`config.mk`:
```
export PLATFORM = sky130hd
export DESIGN_NAME = drh_mulunit
export DESIGN_NICKNAME = d
export VERILOG_FILES = /design/src/rtl/core/drh_pkg.sv /design/src/rtl/core/drh_mulunit.sv
export SDC_FILE = /design/constraint.sdc
export NUM_CORES = 2
export LEC_CHECK = 0
export BUFFER_PORTS_ARGS = -buffer_cell sky130_fd_sc_hd__buf_2
export CAP_MARGIN = 30
export CORE_UTILIZATION = 50
export CTS_BUF_LIST = sky130_fd_sc_hd__clkbuf_4 sky130_fd_sc_hd__clkbuf_8
export CTS_CLUSTER_SIZE = 25
export DETAILED_ROUTE_END_ITERATION = 10
export PLACE_DENSITY = 0.74
export SLEW_MARGIN = 10
export SYNTH_ARGS = -nofsm -noshare
export SYNTH_HDL_FRONTEND = slang
export SYNTH_SLANG_ARGS = --single-unit
```
`constraint.sdc`:
```
create_clock -name clk -period 11.87 [get_ports clk]
set_input_delay 1.187 -clock clk [delete_from_list [all_inputs] [get_ports clk]]
set_output_delay 1.187 -clock clk [all_outputs]
set_load 0.02 [all_outputs]
```
`src/rtl/core/drh_pkg.sv`:
```
// Package: types and constants for the double rolling substring hash block.
`default_nettype none
package drh_pkg;

    localparam int WRAP_W = 64;
    localparam int MOD_W  = 30;

    localparam logic [MOD_W-1:0]  HASH_BASE    = 30'd1000000007;
    localparam logic [MOD_W-1:0]  HASH_MODULUS = 30'd1000000021;

    // floor(2^60 / M), for the quotient estimate of a 60-bit product.
    localparam logic [31:0] MOD_RECIP = 32'((64'd1 << 60) / 64'(HASH_MODULUS));

    localparam logic [1:0] STAT_OK    = 2'd0;
    localparam logic [1:0] STAT_RANGE = 2'd1;
    localparam logic [1:0] STAT_FULL  = 2'd2;

    typedef enum logic [1:0] {
        OP_CLEAR  = 2'd0,
        OP_APPEND = 2'd1,
        OP_QUERY  = 2'd2
    } op_t;

    typedef struct packed {
        logic [1:0]  operation;
        logic [7:0]  char_code;
        logic [10:0] range_begin;
        logic [10:0] range_end;
    } cmd_t;

    typedef struct packed {
        logic [WRAP_W-1:0] hash_wrap;
        logic [MOD_W-1:0]  hash_mod;
        logic [1:0]        status;
    } rsp_t;

    // Operands for one pass of the shared multiply unit.
    typedef struct packed {
        logic [WRAP_W-1:0] a_wrap;
        logic [WRAP_W-1:0] b_wrap;
        logic [MOD_W-1:0]  a_mod;
        logic [MOD_W-1:0]  b_mod;
    } mul_req_t;

    // Steps of one multiply pass.
    typedef enum logic [2:0] {
        MS_LL,
        MS_LH,
        MS_HL,
        MS_MOD,
        MS_QUO,
        MS_REM,
        MS_RED
    } mul_step_t;

    typedef enum logic [3:0] {
        S_IDLE,
        S_ZERO,
        S_A_RD,
        S_A_GO1,
        S_A_WT1,
        S_A_GO2,
        S_A_WT2,
        S_A_WR,
        S_Q_RD1,
        S_Q_RD2,
        S_Q_GO,
        S_Q_WT,
        S_Q_OUT
    } state_t;

endpackage
`default_nettype wire

```
`src/rtl/core/drh_mulunit.sv`:
```
// Shared multiply unit: 64-bit wrapping product and modular product on one 32x32 multiplier.
`default_nettype none
module drh_mulunit (
    input  wire logic                     clk,
    input  wire logic                     rst_n,
    input  wire logic                     go,
    input  wire drh_pkg::mul_req_t        req,
    output logic                          done,
    output logic [drh_pkg::WRAP_W-1:0]    prod_wrap,
    output logic [drh_pkg::MOD_W-1:0]     prod_mod
);
    import drh_pkg::*;

    localparam logic [31:0] MOD32  = {2'b0, HASH_MODULUS};
    localparam logic [31:0] MOD2X  = {1'b0, HASH_MODULUS, 1'b0};

    logic              busy_reg, busy_next;
    logic              done_reg, done_next;
    mul_step_t         step_reg, step_next;
    mul_req_t          op_reg, op_next;
    logic [WRAP_W-1:0] accw_reg, accw_next;
    logic [MOD_W-1:0]  accm_reg, accm_next;
    logic [59:0]       pm_reg, pm_next;    // a_mod*b_mod, later the remainder estimate
    logic [31:0]       q_reg, q_next;      // quotient estimate, at most two short

    logic [31:0] mul_a, mul_b;
    logic [63:0] pp;
    logic [31:0] red_r;

    // Step sequence.
    always_comb
    begin
        step_next = step_reg;
        if (go)
            step_next = MS_LL;
        else if (busy_reg)
        begin
            case (step_reg)
                MS_LL:   step_next = MS_LH;
                MS_LH:   step_next = MS_HL;
                MS_HL:   step_next = MS_MOD;
                MS_MOD:  step_next = MS_QUO;
                MS_QUO:  step_next = MS_REM;
                MS_REM:  step_next = MS_RED;
                default: step_next = MS_LL;
            endcase
        end
    end

    // Multiplier operands per step; low 64 bits of the wrap product need three.
    always_comb
    begin
        mul_a = '0;
        mul_b = '0;
        case (step_reg)
            MS_LL:
            begin
                mul_a = op_reg.a_wrap[31:0];
                mul_b = op_reg.b_wrap[31:0];
            end
            MS_LH:
            begin
                mul_a = op_reg.a_wrap[31:0];
                mul_b = op_reg.b_wrap[63:32];
            end
            MS_HL:
            begin
                mul_a = op_reg.a_wrap[63:32];
                mul_b = op_reg.b_wrap[31:0];
            end
            MS_MOD:
            begin
                mul_a = {2'b0, op_reg.a_mod};
                mul_b = {2'b0, op_reg.b_mod};
            end
            MS_QUO:
            begin
                mul_a = {1'b0, pm_reg[59:29]};
                mul_b = MOD_RECIP;
            end
            MS_REM:
            begin
                mul_a = q_reg;
                mul_b = MOD32;
            end
            default: ;
        endcase
        pp = mul_a * mul_b;
    end

    // Remainder estimate is below 3M; at most two subtracts.
    always_comb
    begin
        if (pm_reg[31:0] >= MOD2X)
            red_r = pm_reg[31:0] - MOD2X;
        else if (pm_reg[31:0] >= MOD32)
            red_r = pm_reg[31:0] - MOD32;
        else
            red_r = pm_reg[31:0];
    end

    always_comb
    begin
        busy_next = busy_reg;
        done_next = 1'b0;
        op_next   = op_reg;
        accw_next = accw_reg;
        accm_next = accm_reg;
        pm_next   = pm_reg;
        q_next    = q_reg;
        if (go)
        begin
            busy_next = 1'b1;
            op_next   = req;
        end
        else if (busy_reg)
        begin
            case (step_reg)
                MS_LL:        accw_next = pp;
                MS_LH, MS_HL: accw_next = accw_reg + {pp[31:0], 32'd0};
                MS_MOD:       pm_next   = pp[59:0];
                MS_QUO:       q_next    = pp[62:31];
                MS_REM:       pm_next   = {28'd0, pm_reg[31:0] - pp[31:0]};
                MS_RED:
                begin
                    accm_next = red_r[MOD_W-1:0];
                    busy_next = 1'b0;
                    done_next = 1'b1;
                end
                default: ;
            endcase
        end
    end

    always_ff @(posedge clk or negedge rst_n)
    begin
        if (!rst_n)
        begin
            busy_reg <= 1'b0;
            done_reg <= 1'b0;
            step_reg <= MS_LL;
        end
        else
        begin
            busy_reg <= busy_next;
            done_reg <= done_next;
            step_reg <= step_next;
        end
    end

    always_ff @(posedge clk)
    begin
        op_reg   <= op_next;
        accw_reg <= accw_next;
        accm_reg <= accm_next;
        pm_reg   <= pm_next;
        q_reg    <= q_next;
    end

    assign done      = done_reg;
    assign prod_wrap = accw_reg;
    assign prod_mod  = accm_reg;

endmodule
`default_nettype wire

```
==> results.py <==
metrics = {
    "outcome": {
        "status": "completed",
    },
    "sta": {
        "period_minus_slack_ps": 11420,
        "fin_setup_tns_ps": 0,
        "rsz0062_at_grt": "no",
        "hold_viol": 0,
        "max_freq_mhz": 87.6,
        "finalClockSkew_ps": 40.5,
        "setup_viol": 0,
        "fin_crit_sh": 0.962,
        "max_slew_margin": 0.313,
        "finalMaxSlewViolations": 0,
        "tightestPinTransition_ps": 1030,
        "hold_ws_ps": 277,
    },
    "final_layout": {
        "drive_gt1_frac": 0.118,
        "area_growth_pct": 10.8,
        "stdcell_area_um2": 56400,
        "largest_register_ffs": 188,
        "nets": 7010,
    },
    "critical_path": {
        "crit_type": "reg -> reg",
        "reg2reg_to": "pm_reg[29]",
        "crit_top_cell": "fa_1",
        "start_kind": "flip-flop",
        "rr_startpoint": "step_reg[2]",
        "rr_worst_depth": 38,
        "cpPeakStageDelay_ps": 640,
        "setup.worst_path.end_class": "flip-flop",
        "r2r_slack_ps": 450,
        "required_ps": 12340,
        "critPathArrivalTime_ps": 11890,
        "crit_fanout": 14,
        "cpMaxStageDelayCell": "o21ai_0",
    },
    "min_path": {
        "hold_path_class": "in -> async",
    },
    "flow_run": {
        "drv_cap": 0,
    },
    "yosys": {
        "ys.warnings.count": 0,
        "ys.flop_type": "edfxtp_1",
        "ys_async_sr_fraction": 0.0132,
        "netlist_instances": 5324,
        "ys_seq_area_frac": 0.223,
        "ys_ff_latch": 379,
        "synth_fp_nets": 6738,
        "yosysTopAreaCellShare": 0.353,
        "syn_area_um2": 51000,
        "synth_top_area_cell": "fa_1",
        "synthTopCellsByArea": "fa_1, edfxtp_1, ha_1",
        "ys_types": 83,
        "synth_edf_count": 374,
        "syn_area_per_cell_um2": 9.57,
    },
    "floorplanning": {
        "initial_utilization": 0.507,
        "die-width_um": 321,
        "fp.dieH_um": 321,
        "core_um2": 101000,
        "die_area_um2": 103000,
        "ioPinCount": 286,
        "rows": 116,
    },
    "drt": {
        "drt_iter0_markers": 4696,
        "vias": 41200,
        "routed_wl_mm": 179,
        "drt-pass1-iter-count": 9,
        "antenna_left": 0,
        "vias_per_cell": 5.88,
        "wire_per_inst_um": 25.5,
        "drcViolationCount": 0,
    },
    "clock_tree": {
        "clk_pin_slew_ps": 90,
        "clock-sinks": 379,
        "numCtsBuffers": 60,
        "clock_path_buffers": 3,
        "tritoncts": "yes",
        "h-tree-depth": 2,
        "clock_insertion_delay_worst_skew_ps": 730,
        "hold_buffers": 0,
        "cts_root_buf": "clkbuf_8",
    },
    "global_route": {
        "grt_pass1_vias": 41600,
        "grt.overflow.total": 0,
        "antenna_found_initial": 11,
        "grt_usage": 0.350,
        "grt_max_degree": 119,
        "grt_first_pass_wirelength_mm": 263,
    },
    "placed_design": {
        "dpl_cell_area_um2": 54800,
        "io_buffers": 285,
        "gp_congestion": 1.08,
        "dpl.hpwl_mm": 143,
    },
}
-- cells in the mapped netlist (22+ instances only) --
master / instances
inv_1: 1034
fa_1: 898
nand2_1: 829
nor2_1: 495
edfxtp_1: 374
ha_1: 325
clkbuf_1: 239
a21oi_1: 152
o21ai_0: 120
xnor2_1: 100
a21o_1: 69
xor2_1: 46
nor2b_1: 45
a221oi_1: 40
and2_1: 39
nand3_1: 39
a22oi_1: 35
nor3_1: 35
a31oi_1: 28
o21bai_1: 27
a22o_1: 22
-- final cells by class --
class / count / area [µm²]
repair buffers: 472 / 2990
multi-input cells: 3649 / 35100
clock buffers: 74 / 931
well taps: 1357 / 1700
flip-flops and latches: 379 / 11400
clock inverters: 36 / 507
inverters: 1034 / 3880
diodes: 5 / 12.5
fillers: 8727 / 44100
-- critical path, delay by kind of cell, from the launching register on --
kind	cells	cell delay, ps
fa+ha+maj	12	5310
buf+inv	9	1350
simple gates	6	900
compound gates	10	2770
flops	1	620
xor+xnor	1	180
-- kinds of logic (layout without fill, tap and decap cells) --
kind of cell / count (synthesis) / count (layout) / share of synthesized area
fa+ha+maj: 1228 / 1228 / 0.434
mux: 23 / 23 / 0.00457
compound gates: 677 / 677 / 0.0899
flops: 379 / 379 / 0.223
buf+inv: 1297 / 1616 / 0.0963
simple gates: 1573 / 1574 / 0.127
xor+xnor: 147 / 147 / 0.0254
other cells: 0 / 5 / 0
-- worst max path at each step --
stage | startpoint | endpoint | slack (ps) | depth (start not counted)
after floorplan | step_reg[2] | pm_reg[29] | 1680 | 45
after global placement | step_reg[2] | prod_wrap[62] | 310 | 35
after detailed placement | step_reg[2] | prod_wrap[62] | 350 | 35
after CTS | step_reg[2] | prod_wrap[62] | 260 | 35
after global routing | step_reg[2] | pm_reg[29] | 40 | 40
final | step_reg[2] | pm_reg[29] | 450 | 38
-- repair_timing --
action | in CTS | in global routing
endpoints found under the hold margin | 0 | 0
setup endpoints to repair | 0 | 9
resized for setup | 0 | 14
setup buffers | 0 | 5
-- per-stage QoR --
stage / worst slack [ps] / instances / utilization
6_report: 450 / 7006 / 0.561
5_1_grt: 38.6 / 7002 / 0.561
4_1_cts: 259 / 6992 / 0.559
3_5_place_dp: 349 / 6882 / 0.545
3_3_place_gp: 312 / 6881 / 0.545
2_1_floorplan: 1680 / 5324 / -
-- metal layers --
metal / vias to the layer above / wire length [µm] / track usage / part of all wire
met4: 8 / 11200 / 0.184 / 0.063
met3: 596 / 24700 / 0.108 / 0.14
met1: 20600 / 66600 / 0.466 / 0.37
li1: 17300 / - / - / -
met5: - / 103 / 0 / 0.00058
met2: 2748 / 76200 / 0.514 / 0.43
-- cell usage in the layout (no fill, tap or decap), types with 28 or more instances in the layout --
| cell type | Yosys | routed |
|---|---|---|
| xor2_1 | 46 | 45 |
| nor2_1 | 495 | 489 |
| nor2b_1 | 45 | 45 |
| o21ai_0 | 120 | 118 |
| fa_1 | 898 | 898 |
| edfxtp_1 | 374 | 374 |
| a21oi_1 | 152 | 147 |
| clkbuf_8 | 0 | 61 |
| a221oi_1 | 40 | 28 |
| xnor2_1 | 100 | 100 |
| a22oi_1 | 35 | 35 |
| buf_2 | 3 | 284 |
| and2_1 | 39 | 39 |
| ha_1 | 325 | 325 |
| inv_1 | 1034 | 1034 |
| a21o_1 | 69 | 69 |
| nand2_1 | 829 | 827 |
| buf_4 | 5 | 174 |
| a31oi_1 | 28 | 28 |
| nor3_1 | 35 | 30 |
| nand3_1 | 39 | 39 |
Power is left out: the tool's default activity adds up to more than one toggle a clock period on the data nets, which glitch-free logic cannot reach.
